**config.mk**
```make
export PLATFORM = sky130hd
export DESIGN_NAME = tcw_fifo
export DESIGN_NICKNAME = d
export VERILOG_FILES = /design/src/design/tcw_fifo.sv
export SDC_FILE = /design/constraint.sdc
export NUM_CORES = 1
export LEC_CHECK = 0
export ABC_AREA = 0
export BUFFER_PORTS_ARGS = -buffer_cell sky130_fd_sc_hd__buf_2
export CORE_MARGIN = 2
export CORE_UTILIZATION = 49
export CTS_CLUSTER_DIAMETER = 150
export DETAILED_ROUTE_END_ITERATION = 6
export PLACE_DENSITY_LB_ADDON = 0.2
export SKIP_LAST_GASP = 1
export SYNTH_ARGS = -nofsm -noshare
export SYNTH_HDL_FRONTEND = slang
export SYNTH_SLANG_ARGS = --single-unit
```
**constraint.sdc**
```tcl
create_clock -name clk -period 1.75 [get_ports clk]
set_input_delay 0.525 -clock clk [delete_from_list [all_inputs] [get_ports clk]]
set_output_delay 0.525 -clock clk [all_outputs]
set_load 0.01 [all_outputs]
```
**src/design/tcw_fifo.sv**
```systemverilog
`default_nettype none
// ============================================================================
// tcw_fifo
// Small synchronous queue with full and empty flags.
// ============================================================================
module tcw_fifo #(
  parameter int WIDTH = 8,
  parameter int DEPTH = 2
) (
  input  wire logic             clk,
  input  wire logic             rst,
  input  wire logic             push,
  input  wire logic [WIDTH-1:0] wr_data,
  output logic                  full,
  input  wire logic             pop,
  output logic      [WIDTH-1:0] rd_data,
  output logic                  empty
);

  localparam int PTR_W = (DEPTH > 1) ? $clog2(DEPTH) : 1;
  localparam int CNT_W = $clog2(DEPTH + 1);
  localparam logic [PTR_W-1:0] LAST_PTR = PTR_W'(DEPTH - 1);
  localparam logic [CNT_W-1:0] FULL_CNT = CNT_W'(DEPTH);

  logic [WIDTH-1:0] mem [DEPTH];
  logic [PTR_W-1:0] wr_ptr;
  logic [PTR_W-1:0] rd_ptr;
  logic [CNT_W-1:0] count;
  logic             do_push;
  logic             do_pop;

  assign full    = (count == FULL_CNT);
  assign empty   = (count == '0);
  assign do_push = push && !full;
  assign do_pop  = pop && !empty;
  assign rd_data = mem[rd_ptr];

  always_ff @(posedge clk) begin
    if (do_push) begin
      mem[wr_ptr] <= wr_data;
    end
  end

  always_ff @(posedge clk) begin
    if (rst) begin
      wr_ptr <= '0;
      rd_ptr <= '0;
      count  <= '0;
    end else begin
      if (do_push) begin
        wr_ptr <= (wr_ptr == LAST_PTR) ? '0 : wr_ptr + 1'b1;
      end
      if (do_pop) begin
        rd_ptr <= (rd_ptr == LAST_PTR) ? '0 : rd_ptr + 1'b1;
      end
      count <= count + CNT_W'(do_push) - CNT_W'(do_pop);
    end
  end

endmodule
`default_nettype wire

```
Word-level counts from Yosys, hierarchy flattened
Memories as Yosys holds them, arrays and structs flattened. A register that Yosys moved wholly into a read port is not among the register bits.
Cells that the tools add are included.
Widths: inputs -> output; s select.
{"block": "classes", "n_eq_ne": 1, "n_reduce_logical": 5, "muxes": 6, "add_sub_neg": 4}
{"op": "$mux 1", "n": 6}
{"op": "$add 1x1->1 const B", "n": 2}
{"op": "$add 2x1->2", "n": 1}
{"op": "$eq 2x2->1 const B", "n": 1}
{"op": "$logic_and 1x1->1", "n": 2}
{"op": "$logic_not 1->1", "n": 2}
{"op": "$logic_not 2->1", "n": 1}
{"op": "$sub 2x1->2", "n": 1}
{"block": "totals", "in_bits": 12, "mem_count": 1, "ramBits": 16, "out_inout_bits": 10, "elab_cells": 20, "ff_bits": 4}
{"name": "mem", "depth": 2, "width": 8, "rd": 1, "rd_clocked_by_memory_dff": 1, "write_ports": 1, "line_no": "25", "text": "logic [WIDTH-1:0] mem [DEPTH];"}

Depth between registers and ports, before layout
{"block": "logic_depth", "word_depth": 5, "ltp_mapped": 8, "depth_no_buf": 8}

Worst setup path after synthesis
No wires, ideal clock.
{"block": "synth_timing", "path_kind": "input -> register", "startpoint": "in pop", "endpoint": "reg count[1]", "setup_slack_ps": 183, "path_stages": 7, "arrival_ps": 1489, "required_time_ps": 1672, "setup_ps": 78, "path_cell_list": "o21a_2 > ha_1 > inv_1 > ha_1 > xor2_1 > and2_1 > nor3_1"}
{"block": "synth_via", "elab_chain_len": 2}
{"element": "start: declaration", "line_no": "15", "text": "input wire logic pop,"}
{"element": "$logic_and 1x1->1", "line_no": "35", "text": "assign do_pop = pop && !empty;"}
{"element": "$sub 2x1->2", "line_no": "56", "text": "count <= count + CNT_W'(do_push) - CNT_W'(do_pop);"}
{"element": "end signal: assignment", "line_no": "56"}
{"element": "end: declaration", "line_no": "28", "text": "logic [CNT_W-1:0] count;"}
No other way between the ends.
A chain may end at the register's enable or synchronous reset.

==> results.rst <==
.. list-table::
   :header-rows: 1

   * - Metric
     - Value
   * - Max Clock Freq
     - 580 MHz
   * - Sequential area share after synthesis
     - 0.716
   * - Mean instance size in the synthesized netlist
     - 15.6 um2
   * - Horizontal extent of the die
     - 44.7 um
   * - First-pass iteration count of the detailed router
     - 2
   * - Leading register cell type out of synthesis
     - sky130_fd_sc_hd__edfxtp_1
   * - RSZ-0062 raised after global routing
     - yes
   * - Area used by sequential logic in the layout
     - 584 um2
   * - Height of the chip
     - 44.7 um
   * - Most common library cell in the layout ignoring fill and taps
     - sky130_fd_sc_hd__buf_2
   * - Root buffer cell
     - sky130_fd_sc_hd__clkbuf_4
   * - Number of core rows
     - 14
   * - Setup Fix Bufs, Post-CTS
     - 0
   * - Largest net degree at the start of global routing
     - 13
   * - Overall global routing resource usage
     - 0.118
   * - Max-slew violation count
     - 0
   * - Netlist area before placement
     - 811 um2
   * - Post-route clock skew
     - 0.00481 ns
   * - Asr flop ratio synth
     - 0
   * - NumNets Final
     - 91
   * - Measured slew at the worst slew-check pin
     - 0.311 ns
   * - Yosys warns
     - 0
   * - Later-pin clock latency in the skew report
     - 0.29 ns
   * - Final antenna-violating net count
     - 0
   * - Outcome
     - complete, no violations
   * - WL final
     - 1.04 mm
   * - Die Outline Area
     - 0.00200 mm2
   * - Post-synthesis net count
     - 66
   * - Final critical-path share of the clock period
     - 0.985
   * - CTS buffer count
     - 3
   * - Drt wl/cell
     - 11.3 um
   * - Kind of start point of the critical path
     - register
   * - Final Hold Violating Endpoints
     - 0
   * - Share of cells above drive strength 1
     - 0.434
   * - Clock Tree Buf Depth
     - 2
   * - Number of sinks driven by the clock tree
     - 21
   * - Power density over the cells
     - 1380 mW/mm2
   * - Clock tree from TritonCTS
     - built
   * - Total setup violations reported at the end of the flow
     - 0
   * - Crit path time final
     - 1.72 ns
   * - Max transition margin
     - 0.793
   * - Element type at the critical path end
     - output port
   * - Area of combinational cells with multiple inputs
     - 218 um2
   * - Fin util
     - 0.636
   * - Post-CTS sizing
     - 3
   * - Residual overflow from global routing
     - 0
   * - Cells on Worst Hold Path
     - 1
   * - Number of global-route vias before repair
     - 438
   * - Via total after detailed routing
     - 456
   * - Hold-fix buffer count after cts
     - 0
   * - Inserted Diodes
     - 0
   * - IO Count
     - 22
   * - HPWL after DPL
     - 776 um
   * - FF-to-FF setup slack
     - 0.20 ns
   * - Starting Density
     - 0.532
   * - Final weighted congestion in routability-driven placement
     - 0.643
   * - Number of maximum-capacitance violations
     - 0
   * - Clock input transition at the sequential cells of the worst setup and hold paths
     - 0.11 ns
   * - Gate count after technology mapping
     - 52
   * - Path class of the lowest-slack min-delay path
     - in -> reg
   * - Area overhead of the layout relative to synthesis
     - 19.6%
   * - CP required
     - 1.22 ns
   * - Power after layout
     - 1.34 mW
   * - Pleak
     - 0.413 nW
   * - Global-route wire length before repair
     - 1.64 mm
   * - Worst r2r path cells
     - 7
   * - Remaining routing DRC violations
     - 0
   * - Setup Crit Path Kind
     - reg -> out
   * - Commonest cells after routing, fill and taps aside
     - sky130_fd_sc_hd__buf_2 (21), sky130_fd_sc_hd__edfxtp_1 (16), sky130_fd_sc_hd__mux2_1 (5), sky130_fd_sc_hd__nor2_1 (4), sky130_fd_sc_hd__dfxtp_1 (4)
   * - Data arrival time of the critical path
     - 1.20 ns
   * - Largest voltage drop on the vdd net
     - 0.799 mV
   * - Count of fill cells added during filler insertion
     - 124
   * - Via/cell ratio
     - 4.96
   * - Port Buf Inserts
     - 21
   * - Library cells used by synthesis
     - 21
   * - Number of DRC violations after detailed-routing iteration 0
     - 3
   * - Count of H-tree levels built during CTS
     - 1
   * - Core Footprint
     - 0.00152 mm2
   * - Number of flops mapped to enable cells by yosys
     - 16
   * - Number of synthesized register bits
     - 21
   * - Number of antenna violations at the first check in global routing
     - 0
   * - Largest fanout on the critical path
     - 8
-- power breakdown --
group          leakage, nW  internal, mW  switching, mW
registers            0.191         0.650         0.0668
clock network       0.0177        0.0849          0.134
logic                0.204         0.210          0.194
total                0.413         0.945          0.394
-- worst max-delay path: stages, from the launching register on --
cell	delay [ns]
sky130_fd_sc_hd__dfxtp_4	0.43
sky130_fd_sc_hd__mux2_1	0.33
sky130_fd_sc_hd__buf_2	0.14
-- path summary, 6_finish.rpt --
| check | from | endpoint |
|---|---|---|
| max | register | rd_data[0] |
| min | wr_data[4] | mem[1][4] |
| max reg2reg | count[1] | count[1] |
| min reg2reg | wr_ptr | wr_ptr |
-- cell usage after synthesis (2+ instances only) --
cell	count	area, um2
sky130_fd_sc_hd__inv_1	3	11.3
sky130_fd_sc_hd__mux2_2	3	33.8
sky130_fd_sc_hd__edfxtp_1	16	480
sky130_fd_sc_hd__mux2_1	5	56.3
sky130_fd_sc_hd__dfxtp_1	5	100
sky130_fd_sc_hd__nor2_1	4	15.0
sky130_fd_sc_hd__ha_1	2	25.0
-- registers in the layout, indices dropped and copies added, names as in the netlist, named ones only --
name    cells
count       2
mem        16
rd_ptr      1
wr_ptr      1
-- cells by family after synthesis --
| logic type | Yosys count | synth area share |
|---|---|---|
| buffers and inverters | 5 | 0.0247 |
| multiplexers | 8 | 0.111 |
| adder cells (fa/ha/maj) | 2 | 0.0309 |
| AO/OA/AOI/OAI | 3 | 0.0231 |
| flip-flops | 21 | 0.716 |
| XOR/XNOR | 2 | 0.0216 |
| AND/OR/NAND/NOR | 11 | 0.0725 |
-- metal layers --
| layer | GRT usage | wire (um) |
|---|---|---|
| met3 | 0.0367 | 48 |
| met1 | 0.115 | 431 |
| met2 | 0.229 | 555 |
| met5 | 0 | 0 |
| met4 | 0.0364 | 0 |
-- per-stage QoR --
step	std cells	setup slack (ns)	setup TNS (ns)	instance area, um2	hold WS, ns
global route	92	-0.0330	-0.145	970	0.397
finish	92	0.0257	0	970	0.417
detailed placement	88	0.0325	0	931	0.482
floorplan	52	0.183	0	811	0.451
CTS	92	0.00123	0	966	0.402
global placement	88	0.0454	0	931	0.473
-- area by class of cell --
class	count	share of cell area
flip-flops and latches	21	0.603
inverters	4	0.0155
repair buffers	21	0.108
clock inverters	1	0.00516
clock buffers	3	0.0232
multi-input cells	26	0.225
well taps	16	0.0206
(Power assumes the default switching activity.)
