**src/design/tcw_pkg.sv**
```systemverilog
`default_nettype none
// ============================================================================
// tcw_pkg
// Shared types and constants of the text console writer: field widths,
// character codes, register indexes and the command and result records.
// ============================================================================
package tcw_pkg;

  localparam int CODE_W      = 8;
  localparam int INDEX_W     = 11;
  localparam int CELL_W      = 16;
  localparam int ATTR_W      = 8;
  localparam int TAB_W       = 4;
  localparam int CFG_INDEX_W = 8;
  localparam int CFG_DATA_W  = 8;

  localparam logic [CODE_W-1:0] CODE_NUL     = 8'd0;
  localparam logic [CODE_W-1:0] CODE_TAB     = 8'd9;
  localparam logic [CODE_W-1:0] CODE_NEWLINE = 8'd10;
  localparam logic [CODE_W-1:0] CODE_SPACE   = 8'd32;

  localparam logic [CFG_INDEX_W-1:0] REG_TEXT_ATTRIBUTE = 8'd0;
  localparam logic [CFG_INDEX_W-1:0] REG_TAB_WIDTH      = 8'd1;

  localparam logic [ATTR_W-1:0] ATTR_RESET = 8'd7;
  localparam logic [TAB_W-1:0]  TAB_RESET  = 4'd4;

  typedef enum logic [2:0] {
    CMD_READ,
    CMD_PUT,
    CMD_TAB,
    CMD_NEWLINE,
    CMD_NOP
  } cmd_kind_t;

  typedef struct packed {
    cmd_kind_t          kind;
    logic [CODE_W-1:0]  code;
    logic [INDEX_W-1:0] read_index;
  } cmd_t;

  typedef struct packed {
    logic [CELL_W-1:0]  cell_value;
    logic [INDEX_W-1:0] cursor_position;
  } res_t;

  localparam int CMD_BITS = $bits(cmd_t);
  localparam int RES_BITS = $bits(res_t);

endpackage
`default_nettype wire

```
**src/design/tcw_fifo.sv**
```systemverilog
`default_nettype none
// ============================================================================
// tcw_fifo
// Small synchronous queue with full and empty flags.
// ============================================================================
module tcw_fifo #(
  parameter int WIDTH = 8,
  parameter int DEPTH = 2
) (
  input  wire logic             clk,
  input  wire logic             rst,
  input  wire logic             push,
  input  wire logic [WIDTH-1:0] wr_data,
  output logic                  full,
  input  wire logic             pop,
  output logic      [WIDTH-1:0] rd_data,
  output logic                  empty
);

  localparam int PTR_W = (DEPTH > 1) ? $clog2(DEPTH) : 1;
  localparam int CNT_W = $clog2(DEPTH + 1);
  localparam logic [PTR_W-1:0] LAST_PTR = PTR_W'(DEPTH - 1);
  localparam logic [CNT_W-1:0] FULL_CNT = CNT_W'(DEPTH);

  logic [WIDTH-1:0] mem [DEPTH];
  logic [PTR_W-1:0] wr_ptr;
  logic [PTR_W-1:0] rd_ptr;
  logic [CNT_W-1:0] count;
  logic             do_push;
  logic             do_pop;

  assign full    = (count == FULL_CNT);
  assign empty   = (count == '0);
  assign do_push = push && !full;
  assign do_pop  = pop && !empty;
  assign rd_data = mem[rd_ptr];

  always_ff @(posedge clk) begin
    if (do_push) begin
      mem[wr_ptr] <= wr_data;
    end
  end

  always_ff @(posedge clk) begin
    if (rst) begin
      wr_ptr <= '0;
      rd_ptr <= '0;
      count  <= '0;
    end else begin
      if (do_push) begin
        wr_ptr <= (wr_ptr == LAST_PTR) ? '0 : wr_ptr + 1'b1;
      end
      if (do_pop) begin
        rd_ptr <= (rd_ptr == LAST_PTR) ? '0 : rd_ptr + 1'b1;
      end
      count <= count + CNT_W'(do_push) - CNT_W'(do_pop);
    end
  end

endmodule
`default_nettype wire

```
**src/design/tcw_front.sv**
```systemverilog
`default_nettype none
// ============================================================================
// tcw_front
// Accepts input requests, sorts them into console commands and queues them
// for the back end.
// ============================================================================
module tcw_front
  import tcw_pkg::*;
(
  input  wire logic               clk,
  input  wire logic               rst,
  input  wire logic               push,
  output logic                    full,
  input  wire logic               mode,
  input  wire logic [CODE_W-1:0]  char_code,
  input  wire logic [INDEX_W-1:0] read_index,
  input  wire logic               clearing,
  input  wire logic               cmd_pop,
  output logic                    cmd_empty,
  output cmd_t                    cmd
);

  cmd_t                cmd_in;
  logic                q_full;
  logic [CMD_BITS-1:0] q_data;

  always_comb begin
    cmd_in.code       = char_code;
    cmd_in.read_index = read_index;
    priority if (mode) begin
      cmd_in.kind = CMD_READ;
    end else if (char_code == CODE_TAB) begin
      cmd_in.kind = CMD_TAB;
    end else if (char_code == CODE_NEWLINE) begin
      cmd_in.kind = CMD_NEWLINE;
    end else if (char_code == CODE_NUL) begin
      cmd_in.kind = CMD_NOP;
    end else begin
      cmd_in.kind = CMD_PUT;
    end
  end

  // no requests taken while the screen is being cleared after reset
  assign full = q_full || clearing;

  tcw_fifo #(
    .WIDTH(CMD_BITS),
    .DEPTH(2)
  ) u_cmd_q (
    .clk    (clk),
    .rst    (rst),
    .push   (push && !full),
    .wr_data(CMD_BITS'(cmd_in)),
    .full   (q_full),
    .pop    (cmd_pop),
    .rd_data(q_data),
    .empty  (cmd_empty)
  );

  assign cmd = cmd_t'(q_data);

endmodule
`default_nettype wire

```
**config.mk**
```make
export PLATFORM = sky130hd
export DESIGN_NAME = tcw_front
export DESIGN_NICKNAME = d
export VERILOG_FILES = /design/src/design/tcw_pkg.sv /design/src/design/tcw_fifo.sv /design/src/design/tcw_front.sv
export SDC_FILE = /design/constraint.sdc
export NUM_CORES = 1
export LEC_CHECK = 0
export BUFFER_PORTS_ARGS = -buffer_cell sky130_fd_sc_hd__buf_2
export CORE_MARGIN = 8
export CORE_UTILIZATION = 50
export CTS_CLUSTER_DIAMETER = 200
export CTS_CLUSTER_SIZE = 14
export DETAILED_ROUTE_END_ITERATION = 6
export HOLD_SLACK_MARGIN = 0.08
export PLACE_DENSITY = 0.86
export SLEW_MARGIN = 20
export SYNTH_ARGS = -nofsm -noshare
export SYNTH_HDL_FRONTEND = slang
export SYNTH_SLANG_ARGS = --single-unit
```
**constraint.sdc**
```tcl
create_clock -name clk -period 3.5 [get_ports clk]
set_clock_uncertainty 0.1 [all_clocks]
set_input_delay 0.35 -clock clk [delete_from_list [all_inputs] [get_ports clk]]
set_output_delay 0.35 -clock clk [all_outputs]
set_load 0.03 [all_outputs]
```
# Yosys cells after proc, flatten, opt, wreduce, memory -nomap -nowiden
# Memories as Yosys holds them, arrays and structs flattened. A register that Yosys moved wholly into a read port is not among the register bits.
# Index checks and enable logic that the tools add are counted.
# word_totals
reg_bits	4
ram_bits	44
n_memories	1
elab_cells	30
out_inout_bits	24
inputBits	25
# memory_table
memory	words	width	rd	rd_clocked_by_memory_dff	wr	line	text
u_cmd_q.mem	2	22	1	1	1	tcw_fifo.sv:25	logic [WIDTH-1:0] mem [DEPTH];
# classes
n_addsub	4
n_eq_ne	3
n_mux	10
reduce_logical	9
# op_table
cell	count
8-bit by 4-bit equality test with 1-bit output (second input constant)	2
3-bit 2-to-1 mux	4
8-bit logical NOT	1
1-bit 2-to-1 mux	6
1-bit logical AND	3
1-bit logical NOT	3
1-bit adder (second input constant)	2
2-bit by 1-bit adder with 2-bit output	1
2-bit equality test (second input constant)	1
2-bit logical NOT	1
2-bit by 1-bit subtractor with 2-bit output	1
1-bit logical OR	1

# Logic depth before layout (Yosys ltp)
# Gate-level depths: netlist of run 1.
# logic_depth
word_depth	7
ltp_mapped	7
mapped_depth_nobuf	7

# By module
# A second synthesis of run 1 with hierarchy kept.
# unflattened
hier_cells	108
area_unflattened_um2	1904.3
# modules_own_cells
module	cells_per_inst	n_inst	seq_area_each_um2	area_each_um2
tcw_fifo	95	1	1421.4	1813.0
tcw_front	13	1	0.0	91.3

# Least setup slack after synthesis of run 1
# Ideal clock, no wire load.
# synth_path
kind	input to register
from	input push
to	memory u_cmd_q.mem[0][0] (netlist bit), enable pin
setup_slack_ps	1793
path_buffers	0
required_ps	3021
stages	3
setup_time_ps	379
arrival_time_ps	1228
path_cell_list	nor2b_1 -> and2_4 -> and2b_1
# synth_via
elab_chain_len	4
# synth_lines
element	line	text
start, declared	tcw_front.sv:12	input wire logic push,
1-bit logical AND	tcw_front.sv:52	.push (push && !full),
1-bit logical AND	tcw_fifo.sv:34	assign do_push = push && !full;
1-bit 2-to-1 mux	tcw_fifo.sv:39	if (do_push) begin
1-bit 2-to-1 mux (implied by the code)	tcw_fifo.sv:40	mem[wr_ptr] <= wr_data;
end, declared	tcw_fifo.sv:25	
# No other way between the ends.

==> summary.json, run 1 <==
{
  "run_status": {"value": "finished, final reports clean"},
  "dpl.cell_count": {"value": 205},
  "hold_path_cell_cnt": {"value": 1},
  "finalHoldWorstSlack": {"value": 0.1352, "unit": "ns"},
  "totalNegativeSetupSlack": {"value": 0, "unit": "ns"},
  "hp-class": {"value": "input pin to flip-flop"},
  "drc": {"value": 0},
  "layout.cells.most_common": {"value": "sky130_fd_sc_hd__buf_2"},
  "antenna_left": {"value": 0},
  "dp_hpwl": {"value": 2.711, "unit": "mm"},
  "r2r_cell_count": {"value": 3},
  "cts-buffers-inserted": {"value": 5},
  "avgRoutedWirePerCell": {"value": 16.33, "unit": "µm"},
  "n_antenna_cell": {"value": 0},
  "cellPowerDensity": {"value": 655.8, "unit": "nW/µm²"},
  "dpl-instance-area": {"value": 2267, "unit": "µm²"},
  "cp-end-kind": {"value": "output pin"},
  "hold_viol": {"value": 0},
  "antenna_violations_before_repair": {"value": 0},
  "cts_tree": {"value": "yes"},
  "postSynthRegisterBits": {"value": 49},
  "synthesis.area_per_instance": {"value": 18.33, "unit": "µm²"},
  "portBuffers": {"value": 48},
  "mostFrequentLayoutCells": {"value": "sky130_fd_sc_hd__buf_2, sky130_fd_sc_hd__edfxtp_1, sky130_fd_sc_hd__mux2_4"},
  "cp.required": {"value": 3.05, "unit": "ns"},
  "die_width": {"value": 78.92, "unit": "µm"},
  "post_layout_nonfiller_instances": {"value": 213},
  "leakagePower": {"value": 0.0009407, "unit": "µW"},
  "vdd_ir_drop_max": {"value": 353.5, "unit": "µV"},
  "initial_utilization": {"value": 0.5058},
  "cp.arrival": {"value": 1.96, "unit": "ns"},
  "netlist_area": {"value": 1979, "unit": "µm²"},
  "via_count_of_the_first_global_routing_pass": {"value": 1145},
  "cts-hold-fix-buffers": {"value": 0},
  "clkLatencyLatePin": {"value": 0.30, "unit": "ns"},
  "per_cell_via_count_in_the_routed_design": {"value": 5.009},
  "num_io_pins": {"value": 49},
  "place_congestion": {"value": 0.7361},
  "gr-usage-all-layers": {"value": 0.1167},
  "slew_viol_final": {"value": 0},
  "grt_first_pass_wirelength": {"value": 5.492, "unit": "mm"},
  "cts.repair.resized": {"value": 0},
  "achievable-frequency": {"value": 415.0, "unit": "MHz"},
  "setup_fix_bufs_post_cts": {"value": 0},
  "layout_setup_ws": {"value": 1.090, "unit": "ns"},
  "finish.net_count": {"value": 189},
  "timing.max_slew.rel_slack": {"value": 0.3528},
  "synth_nets": {"value": 135},
  "cts.htree.levels": {"value": 2},
  "flow.area_growth_from_synthesis": {"value": 19.41, "unit": "%"},
  "num_vias": {"value": 1067},
  "minimum_clock_period": {"value": 2.410, "unit": "ns"},
  "largest_net_degree_at_the_start_of_global_routing": {"value": 23},
  "drt_first_pass_iters": {"value": 4},
  "cts.root.buffer_cell": {"value": "sky130_fd_sc_hd__clkbuf_8"},
  "setup_viol": {"value": 0},
  "die_h": {"value": 78.92, "unit": "µm"},
  "drt_initial_violations": {"value": 154},
  "drv.max_cap_violation_count": {"value": 0},
  "rsz0062_at_grt": {"value": "no"},
  "tightest_slew": {"value": 0.9708, "unit": "ns"},
  "ys.warnings.count": {"value": 0},
  "floorplan.rows": {"value": 23},
  "design_area": {"value": 2364, "unit": "µm²"},
  "finalWirelength": {"value": 3.478, "unit": "mm"},
  "path_max_fanout": {"value": 13},
  "setup.worst_path.start_class": {"value": "flip-flop"},
  "criticalPathCategory": {"value": "flip-flop to output pin"},
  "number_of_standard_cells_after_synthesis": {"value": 108},
  "yosys.cell_types.count": {"value": 23},
  "fill_cell_total_of_the_finished_layout": {"value": 316},
  "grt_remaining_overflow": {"value": 0},
  "clk_pin_slew_worst_paths": {"value": 0.08, "unit": "ns"},
  "post_route_cells_drive_above_1_share": {"value": 0.4969},
  "pre_cts_ws": {"value": 1.394, "unit": "ns"},
  "post-route-period-util": {"value": 0.6885},
  "cts_buffer_depth": {"value": 2},
  "cts.sink_count": {"value": 49},
  "fp.dieArea": {"value": 6228, "unit": "µm²"},
  "sequential_area_share_after_synthesis": {"value": 0.7181},
  "core_region_area": {"value": 3914, "unit": "µm²"}
}
[final cells by class]
class	count	area [µm²]	share of cell area
multi-input combinational	55	528.0	0.2234
sequential	49	1421	0.6014
timing repair buffer	49	247.7	0.1048
tap	50	62.56	0.02647
inverter	2	7.507	0.003176
clock buffer	6	82.58	0.03494
clock inverter	2	13.76	0.005823
[logic make-up (layout without fill, tap and decap cells)]
family / after synthesis / in the layout / share of synthesized area
mux: 22 / 22 / 0.1631
buf+inv: 4 / 59 / 0.01517
compound gates: 3 / 3 / 0.01138
flops: 49 / 49 / 0.7181
simple gates: 24 / 24 / 0.06195
fa+ha+maj: 2 / 2 / 0.01264
xor+xnor: 4 / 4 / 0.01770
[power by group]
part | internal [µW] | leakage, µW | switching (µW) | total [µW]
combinational | 204 | 0.000443 | 274 | 479
sequential | 692 | 0.000446 | 43.9 | 735
clock | 160 | 0.0000512 | 176 | 336
[cells in the mapped netlist]
master	n	share of area
sky130_fd_sc_hd__a41oi_1	1	0.0044
sky130_fd_sc_hd__and2_1	1	0.0032
sky130_fd_sc_hd__and2_4	1	0.0044
sky130_fd_sc_hd__and2b_1	1	0.0038
sky130_fd_sc_hd__and3_1	1	0.0032
sky130_fd_sc_hd__buf_6	2	0.011
sky130_fd_sc_hd__dfxtp_1	5	0.051
sky130_fd_sc_hd__edfxtp_1	44	0.67
sky130_fd_sc_hd__ha_1	2	0.013
sky130_fd_sc_hd__inv_1	2	0.0038
sky130_fd_sc_hd__mux2_2	2	0.011
sky130_fd_sc_hd__mux2_4	20	0.15
sky130_fd_sc_hd__nand2_1	1	0.0019
sky130_fd_sc_hd__nand2b_1	3	0.0095
sky130_fd_sc_hd__nand3_1	2	0.0051
sky130_fd_sc_hd__nor2_1	10	0.019
sky130_fd_sc_hd__nor2b_1	2	0.0063
sky130_fd_sc_hd__nor3_1	1	0.0025
sky130_fd_sc_hd__nor4_1	1	0.0032
sky130_fd_sc_hd__o21a_2	1	0.0044
sky130_fd_sc_hd__o21ai_1	1	0.0025
sky130_fd_sc_hd__xnor2_1	2	0.0089
sky130_fd_sc_hd__xor2_1	2	0.0089
[registers in the layout (all words and copies together), names as in the netlist, named ones only]
name / flops
u_cmd_q.rd_ptr: 1
u_cmd_q.mem: 44
u_cmd_q.count: 2
u_cmd_q.wr_ptr: 1
[critical path, cell delays in order, from the launching register on]
cell                      delay, ns
sky130_fd_sc_hd__dfxtp_1       0.80
sky130_fd_sc_hd__buf_4         0.35
sky130_fd_sc_hd__mux2_4        0.32
sky130_fd_sc_hd__buf_2         0.18
[layer usage]
layer / GRT usage / vias to the layer above / wire length (µm)
met3: 0.05982 / 4 / 339
met1: 0.1204 / 511 / 1344
met4: 0.05556 / 0 / 55
met5: 0 / - / 0
met2: 0.1930 / 42 / 1738
li1: - / 510 / -
[worst paths after layout]
path | start | to | slack, ns
worst max-delay path | flip-flop | cmd[12] | 1.09
worst min-delay path | read_index[10] | u_cmd_q.mem[1][10] | 0.14
worst max register to register | u_cmd_q.count[0] | u_cmd_q.mem[0][3] | 1.55
worst min register to register | u_cmd_q.wr_ptr | u_cmd_q.wr_ptr | 0.41
[metrics by stage]
stage	util	total power [µW]
5_1_grt	0.6039	1619
2_1_floorplan	-	1118
4_1_cts	0.6039	1566
6_report	0.6039	1550
3_3_place_gp	0.5793	1214
3_5_place_dp	0.5793	1234
Power figures use the tool's default switching activity.
==> run 2, diff against run 1 <==
--- a/config.mk
+++ b/config.mk
@@ -7,12 +7,12 @@
 export LEC_CHECK = 0
 export BUFFER_PORTS_ARGS = -buffer_cell sky130_fd_sc_hd__buf_2
 export CORE_MARGIN = 8
-export CORE_UTILIZATION = 50
+export CORE_UTILIZATION = 47
 export CTS_CLUSTER_DIAMETER = 200
 export CTS_CLUSTER_SIZE = 14
 export DETAILED_ROUTE_END_ITERATION = 6
 export HOLD_SLACK_MARGIN = 0.08
-export PLACE_DENSITY = 0.86
+export PLACE_DENSITY = 0.85
 export SLEW_MARGIN = 20
 export SYNTH_ARGS = -nofsm -noshare
 export SYNTH_HDL_FRONTEND = slang
==> constraint.sdc (replaced) <==
create_clock -name clk -period 2 [get_ports clk]
set_clock_uncertainty 0.1 [all_clocks]
set_input_delay 0.2 -clock clk [delete_from_list [all_inputs] [get_ports clk]]
set_output_delay 0.2 -clock clk [all_outputs]
set_load 0.03 [all_outputs]
==> run 2 against run 1 <==
Core utilization is 4.4 points higher. Power is 83% higher. Register-to-register slack worse by 1.3 ns. Wire length is 6.4% higher. Count of clock-buffer cells in the layout stayed put. Cell count is 12% higher. Sequential cell count stayed put. Sequential share of layout area is 5.7 points lower. Largest cell class unchanged. Critical path type is now flip-flop to flip-flop. Sequential power is 69% higher. Worst setup slack worse by 0.82 ns.
==> summary.json, run 2 (synthesized netlist as in run 1, its figures left out) <==
{
  "criticalPathCategory": {"value": "flip-flop to flip-flop"},
  "timing.max_slew.rel_slack": {"value": 0.7930, "change": "+0.4402"},
  "cts.htree.levels": {"value": 2, "change": "unchanged"},
  "floorplan.rows": {"value": 23, "change": "unchanged"},
  "postLayoutCoreUtil": {"value": 0.6481, "change": "+0.04424"},
  "place_congestion": {"value": 0.7356, "change": "about the same"},
  "cellPowerDensity": {"value": 1086, "unit": "nW/µm²", "change": "+66%"},
  "totalNegativeSetupSlack": {"value": 0, "unit": "ns", "change": "unchanged"},
  "crit_path_max_incr_delay": {"value": 0.35, "unit": "ns", "change": "-0.45 ns"},
  "reg_to_reg_endpoint": {"value": "u_cmd_q.count[1]"},
  "flow.area_growth_from_synthesis": {"value": 31.92, "unit": "%"},
  "cts_tree": {"value": "yes"},
  "cts.root.buffer_cell": {"value": "sky130_fd_sc_hd__clkbuf_8"},
  "drt_initial_violations": {"value": 48, "change": "-69%"},
  "slew_viol_final": {"value": 0, "change": "unchanged"},
  "leakagePower": {"value": 0.001052, "unit": "µW", "change": "+12%"},
  "tightest_slew": {"value": 0.3077, "unit": "ns", "change": "-0.6631 ns"},
  "layout.cells.most_common": {"value": "sky130_fd_sc_hd__buf_2"},
  "cp_common_cell": {"value": "sky130_fd_sc_hd__ha_1"},
  "routed-wl-met2": {"value": 1.956, "unit": "mm", "change": "+13%"},
  "worst_setup_path_startpoint": {"value": "u_cmd_q.count[1]"},
  "per_cell_via_count_in_the_routed_design": {"value": 4.845, "change": "-3.3%"},
  "gr-usage-all-layers": {"value": 0.1163, "change": "-0.0003646"},
  "via_count_of_the_first_global_routing_pass": {"value": 1290, "change": "+13%"},
  "grt_first_pass_wirelength": {"value": 5.706, "unit": "mm", "change": "+3.9%"},
  "n_antenna_cell": {"value": 0, "change": "unchanged"},
  "worst_path_max_delay_cell": {"value": "sky130_fd_sc_hd__dfxtp_1"},
  "cp.arrival": {"value": 1.84, "unit": "ns", "change": "-0.12 ns"},
  "grt_remaining_overflow": {"value": 0, "change": "unchanged"},
  "minimum_clock_period": {"value": 1.734, "unit": "ns"},
  "num_io_pins": {"value": 49, "change": "unchanged"},
  "rsz0062_at_grt": {"value": "no"},
  "finalWirelength": {"value": 3.699, "unit": "mm", "change": "+6.4%"},
  "crit-reg2reg-launch": {"value": "u_cmd_q.count[1]"},
  "antenna_left": {"value": 0, "change": "unchanged"},
  "num_vias": {"value": 1153, "change": "+8.1%"},
  "largest_net_degree_at_the_start_of_global_routing": {"value": 15, "change": "-35%"},
  "die_h": {"value": 80.90, "unit": "µm", "change": "+2.5%"},
  "achievable-frequency": {"value": 576.7, "unit": "MHz"},
  "cp.required": {"value": 2.11, "unit": "ns", "change": "-0.94 ns"},
  "clkLatencyLatePin": {"value": 0.29, "unit": "ns", "change": "about the same"},
  "clk_pin_slew_worst_paths": {"value": 0.08, "unit": "ns", "change": "about the same"},
  "drv.max_cap_violation_count": {"value": 0, "change": "unchanged"},
  "initial_utilization": {"value": 0.4913, "change": "-0.01445"},
  "portBuffers": {"value": 48, "change": "unchanged"},
  "topRoutingLayerUsed": {"value": "met4"},
  "hold_viol": {"value": 0, "change": "unchanged"},
  "critPathCapture": {"value": "u_cmd_q.count[1]"},
  "top_regs": {"value": "u_cmd_q.mem: 44 flops, u_cmd_q.count: 2 flops"},
  "fp.dieArea": {"value": 6544, "unit": "µm²", "change": "+5.1%"},
  "critical_path.cell_chain": {"value": "o21a_2 > ha_1 > inv_1 > ha_1 > xor2_1 > and2_1 > nor3_1"},
  "setup_viol": {"value": 0, "change": "unchanged"},
  "reg2reg_slack": {"value": 0.27, "unit": "ns", "change": "-1.28 ns"},
  "vdd_ir_drop_max": {"value": 828.8, "unit": "µV", "change": "+130%"},
  "post_route_cells_drive_above_1_share": {"value": 0.4468, "change": "-0.05012"},
  "drt_first_pass_iters": {"value": 4, "change": "unchanged"},
  "cts-buffers-inserted": {"value": 5, "change": "unchanged"},
  "core_region_area": {"value": 4029, "unit": "µm²", "change": "+2.9%"},
  "flip_flop_count_of_the_largest_register_all_copies_and_words_added": {"value": 44, "change": "unchanged"},
  "max_flop_register": {"value": "u_cmd_q.mem"},
  "finish.net_count": {"value": 214, "change": "+13%"},
  "r2r_cell_count": {"value": 7, "change": "+4"},
  "drc": {"value": 0, "change": "unchanged"},
  "post-route-period-util": {"value": 0.8669},
  "cts.sink_count": {"value": 49, "change": "unchanged"},
  "antenna_violations_before_repair": {"value": 0, "change": "unchanged"},
  "hp-class": {"value": "input pin to flip-flop"},
  "avgRoutedWirePerCell": {"value": 15.54, "unit": "µm", "change": "-4.8%"},
  "path_max_fanout": {"value": 5, "change": "-8"},
  "cts_buffer_depth": {"value": 2, "change": "unchanged"},
  "route.layer.met1.wl": {"value": 1.381, "unit": "mm", "change": "+2.8%"},
  "wl_met3": {"value": 312, "unit": "µm", "change": "-8.0%"},
  "setup.worst_path.start_class": {"value": "flip-flop"},
  "mostFrequentLayoutCells": {"value": "sky130_fd_sc_hd__buf_2, sky130_fd_sc_hd__edfxtp_1, sky130_fd_sc_hd__mux2_4, sky130_fd_sc_hd__dlygate4sd3_1, sky130_fd_sc_hd__nor2_1"},
  "run_status": {"value": "finished, final reports clean"},
  "die_width": {"value": 80.90, "unit": "µm", "change": "+2.5%"},
  "cp-end-kind": {"value": "flip-flop"}
}
-- run 2: layer usage --
layer  track usage  vias up
li1              -      559
met1        0.1147      543
met2        0.2133       45
met3       0.04746        6
met4       0.04286        0
met5             0        -
-- run 2: where the power goes --
part | internal [µW] | leakage (µW) | switching [µW] | total, µW
combinational | 399 | 0.000553 | 528 | 927
clock | 369 | 0.0000528 | 295 | 664
sequential | 1210 | 0.000446 | 36.4 | 1240
total | 1980 | 0.00105 | 859 | 2840
-- run 2: final cells by class --
cell class                 instances  area, µm²
sequential                        49       1421
fill                             303       1418
clock inverter                     2      33.78
multi-input combinational         55      528.0
clock buffer                       6      72.57
timing repair buffer              74      485.5
tap                               50      62.56
inverter                           2      7.507
-- run 2: how the worst min path moves through the flow --
stage | startpoint | end | cells after the start
2_1_floorplan | rst | u_cmd_q.count[0] | 1
3_3_place_gp | read_index[6] | u_cmd_q.mem[1][6] | 1
6_report | mode | u_cmd_q.mem[1][19] | 2
4_1_cts | mode | u_cmd_q.mem[1][19] | 2
3_5_place_dp | read_index[8] | u_cmd_q.mem[0][8] | 1
5_1_grt | mode | u_cmd_q.mem[1][19] | 2
-- run 2: worst max-delay path: cells and delay by family, from the launching register on --
kind / cells / cell delay (ns)
adders and majority gates: 2 / 0.44
DFF: 1 / 0.35
and+or+nand+nor: 2 / 0.32
AOI/OAI and AO/OA: 1 / 0.24
xor gates and xnor gates: 1 / 0.15
buffers and inverters: 1 / 0.04
-- run 2: repair_timing --
item / 4_1_cts / 5_1_grt
gates resized for setup: 0 / 0
buffers inserted: 0 / 0
endpoints found under the hold margin: 42 / 0
hold buffers: 20 / 0
-- run 2: through the flow --
step | instance area [µm²] | worst slack [ns] | cells | power (µW) | hold slack [ns]
5_1_grt | 2611 | 0.1078 | 238 | 2970 | 0.1023
2_1_floorplan | 1979 | 0.3350 | 108 | 1957 | 0.1716
3_3_place_gp | 2305 | 0.4128 | 210 | 2146 | 0.2880
3_5_place_dp | 2305 | 0.2524 | 210 | 2182 | 0.2915
6_report | 2611 | 0.2661 | 238 | 2836 | 0.1214
4_1_cts | 2611 | 0.2348 | 238 | 2874 | 0.1095
==> run 3, diff against run 2 <==
--- a/config.mk
+++ b/config.mk
@@ -13,6 +13,7 @@
 export DETAILED_ROUTE_END_ITERATION = 6
 export HOLD_SLACK_MARGIN = 0.08
 export PLACE_DENSITY = 0.85
+export SETUP_SLACK_MARGIN = 0.3
 export SLEW_MARGIN = 20
 export SYNTH_ARGS = -nofsm -noshare
 export SYNTH_HDL_FRONTEND = slang
==> run 3 against run 2 <==
Sequential cell count stayed put. Highest routed layer unchanged. Wire length rose by 3.4%. Power grew 3.4%. Cell count grew 0.84%. Worst setup slack improved by 0.044 ns. Register-to-register slack improved by 0.04 ns. Sequential share of layout area fell by 1.1 points. Critical path depth did not move. Worst hold slack about the same. Fmax up 2.6%. First-iteration DRC count up 10%. Largest power group unchanged. Clock power hardly changed.
==> summary.json, run 3 (synthesized netlist as in run 1, its figures left out) <==
{
  "drc": {"value": 0, "change": "unchanged"},
  "flow.area_growth_from_synthesis": {"value": 35.34, "unit": "%"},
  "grt_first_pass_wirelength": {"value": 5.733, "unit": "mm", "change": "+0.47%"},
  "core_region_area": {"value": 4029, "unit": "µm²", "change": "unchanged"},
  "die_width": {"value": 80.90, "unit": "µm", "change": "unchanged"},
  "num_io_pins": {"value": 49, "change": "unchanged"},
  "portBuffers": {"value": 48, "change": "unchanged"},
  "floorplan.rows": {"value": 23, "change": "unchanged"},
  "grt_remaining_overflow": {"value": 0, "change": "unchanged"},
  "layout_setup_ws": {"value": 0.3097, "unit": "ns", "change": "+0.04352 ns"},
  "hold_viol": {"value": 0, "change": "unchanged"},
  "top_regs": {"value": "u_cmd_q.mem: 44 flops, u_cmd_q.count: 2 flops"},
  "path_max_fanout": {"value": 4, "change": "-1"},
  "tightest_slew": {"value": 0.2971, "unit": "ns", "change": "-0.01057 ns"},
  "max_flop_register": {"value": "u_cmd_q.mem"},
  "clk_pin_slew_worst_paths": {"value": 0.08, "unit": "ns", "change": "about the same"},
  "minimum_clock_period": {"value": 1.690, "unit": "ns", "change": "-0.04352 ns"},
  "hp-class": {"value": "input pin to flip-flop"},
  "cts-buffers-inserted": {"value": 5, "change": "unchanged"},
  "cts_tree": {"value": "yes"},
  "worst_setup_path_startpoint": {"value": "u_cmd_q.count[0]"},
  "critPathCapture": {"value": "u_cmd_q.count[1]"},
  "fp.dieArea": {"value": 6544, "unit": "µm²", "change": "unchanged"},
  "dpl-instance-area": {"value": 2305, "unit": "µm²", "change": "unchanged"},
  "power_frac_comb": {"value": 0.345, "change": "+0.018"},
  "reg2reg_slack": {"value": 0.31, "unit": "ns", "change": "+0.04 ns"},
  "netSwitchingFraction": {"value": 0.3047, "change": "+0.001740"},
  "crit-reg2reg-launch": {"value": "u_cmd_q.count[0]"},
  "drt_initial_violations": {"value": 53, "change": "+10%"},
  "cts.htree.levels": {"value": 2, "change": "unchanged"},
  "setup_viol": {"value": 0, "change": "unchanged"},
  "cellPowerDensity": {"value": 1094, "unit": "nW/µm²", "change": "+0.76%"},
  "postLayoutCoreUtil": {"value": 0.6649, "change": "+0.01677"},
  "leakagePower": {"value": 0.001070, "unit": "µW", "change": "+1.7%"},
  "run_status": {"value": "finished, final reports clean"},
  "post-route-period-util": {"value": 0.8452, "change": "-0.02176"},
  "avgRoutedWirePerCell": {"value": 15.94, "unit": "µm", "change": "+2.6%"},
  "cp.required": {"value": 2.11, "unit": "ns", "change": "about the same"},
  "layout.cells.most_common": {"value": "sky130_fd_sc_hd__buf_2"},
  "netSwitchingPower": {"value": 893.2, "unit": "µW", "change": "+4.0%"},
  "cp.arrival": {"value": 1.80, "unit": "ns", "change": "-0.04 ns"},
  "via_count_of_the_first_global_routing_pass": {"value": 1292, "change": "+0.16%"},
  "antenna_left": {"value": 0, "change": "unchanged"},
  "drv.max_cap_violation_count": {"value": 0, "change": "unchanged"},
  "rsz0062_at_grt": {"value": "yes"},
  "cts_buffer_depth": {"value": 2, "change": "unchanged"},
  "flip_flop_count_of_the_largest_register_all_copies_and_words_added": {"value": 44, "change": "unchanged"},
  "cp-end-kind": {"value": "flip-flop"},
  "largest_net_degree_at_the_start_of_global_routing": {"value": 15, "change": "unchanged"},
  "finalWirelength": {"value": 3.826, "unit": "mm", "change": "+3.4%"},
  "drt_first_pass_iters": {"value": 4, "change": "unchanged"},
  "antenna_violations_before_repair": {"value": 0, "change": "unchanged"},
  "achievable-frequency": {"value": 591.6, "unit": "MHz", "change": "+2.6%"},
  "holdCritStartpoint": {"value": "mode"},
  "vdd_ir_drop_max": {"value": 867.1, "unit": "µV", "change": "+4.6%"},
  "die_h": {"value": 80.90, "unit": "µm", "change": "unchanged"},
  "per_cell_via_count_in_the_routed_design": {"value": 4.925, "change": "+1.7%"},
  "slew_viol_final": {"value": 0, "change": "unchanged"},
  "finish.net_count": {"value": 216, "change": "+0.93%"},
  "post_route_cells_drive_above_1_share": {"value": 0.4895, "change": "+0.04267"},
  "reg_to_reg_endpoint": {"value": "u_cmd_q.count[1]"},
  "criticalPathCategory": {"value": "flip-flop to flip-flop"},
  "r2r_cell_count": {"value": 7, "change": "unchanged"},
  "setup.worst_path.start_class": {"value": "flip-flop"},
  "gr-usage-all-layers": {"value": 0.1170, "change": "+0.0006978"},
  "initial_utilization": {"value": 0.4913, "change": "unchanged"},
  "intPower": {"value": 2038, "unit": "µW", "change": "+3.1%"},
  "power.sequential.fraction": {"value": 0.430, "change": "-0.009"},
  "n_antenna_cell": {"value": 0, "change": "unchanged"},
  "place_congestion": {"value": 0.7356, "change": "unchanged"},
  "cts.sink_count": {"value": 49, "change": "unchanged"},
  "mostFrequentLayoutCells": {"value": "sky130_fd_sc_hd__buf_2, sky130_fd_sc_hd__edfxtp_1, sky130_fd_sc_hd__mux2_4, sky130_fd_sc_hd__dlygate4sd3_1, sky130_fd_sc_hd__nor2_1"},
  "num_vias": {"value": 1182, "change": "+2.5%"},
  "totalNegativeSetupSlack": {"value": 0, "unit": "ns", "change": "unchanged"},
  "cts.root.buffer_cell": {"value": "sky130_fd_sc_hd__clkbuf_8"},
  "design_area": {"value": 2679, "unit": "µm²", "change": "+2.6%"},
  "pre_cts_ws": {"value": 0.2524, "unit": "ns", "change": "unchanged"},
  "clkLatencyLatePin": {"value": 0.29, "unit": "ns", "change": "about the same"},
  "share_clk_of_total_power": {"value": 0.226, "change": "-0.008"},
  "timing.max_slew.rel_slack": {"value": 0.8001, "change": "+0.007114"}
}
[run 3: critical path, cell delays in order, from the launching register on]
cell,delay [ns]
sky130_fd_sc_hd__dfxtp_2,0.34
sky130_fd_sc_hd__o21a_4,0.21
sky130_fd_sc_hd__ha_1,0.28
sky130_fd_sc_hd__inv_1,0.06
sky130_fd_sc_hd__ha_2,0.18
sky130_fd_sc_hd__xor2_2,0.18
sky130_fd_sc_hd__nor2_1,0.09
sky130_fd_sc_hd__nor3_4,0.16
[run 3: worst min-delay path by stage]
stage,to,depth (start not counted)
finish,u_cmd_q.mem[1][19],2
global route,u_cmd_q.mem[1][19],2
CTS,u_cmd_q.mem[1][19],2
detailed placement,u_cmd_q.mem[0][8],1
global placement,u_cmd_q.mem[1][6],1
floorplan,u_cmd_q.count[0],1
[run 3: cell type report]
| cell class | count | area (µm²) |
|---|---|---|
| sequential | 49 | 1428 |
| fill | 302 | 1350 |
| multi-input combinational | 55 | 558.0 |
| timing repair buffer | 76 | 516.7 |
| clock buffer | 6 | 72.57 |
| tap | 50 | 62.56 |
| clock inverter | 2 | 33.78 |
| inverter | 2 | 7.507 |
[run 3: power groups by stage]
stage / registers (µW) / logic, µW / clock network, µW
floorplan: 1270 / 692 / 0
global placement: 1260 / 886 / 0
detailed placement: 1270 / 914 / 0
CTS: 1250 / 956 / 682
global route: 1270 / 1070 / 726
finish: 1260 / 1010 / 662
[run 3: metrics by stage]
| step | cells | total power, µW | hold slack, ns |
|---|---|---|---|
| finish | 240 | 2931 | 0.1211 |
| floorplan | 108 | 1957 | 0.1716 |
| detailed placement | 210 | 2182 | 0.2915 |
| global route | 240 | 3065 | 0.1023 |
| global placement | 210 | 2146 | 0.2880 |
| CTS | 238 | 2884 | 0.1095 |
[run 3: layer usage]
metal	vias up	global-route usage	routed length, µm
li1	564	-	-
met1	563	0.1161	1447
met2	45	0.2141	2012
met3	10	0.04746	315
met4	0	0.04286	51
met5	-	0	0
[run 3: repair_timing]
action	CTS	global route
setup endpoints to repair	15	17
hold buffers	20	0
pin swaps	0	3
hold endpoints to repair	42	0
buffers inserted	0	2
gates resized for setup	2	12
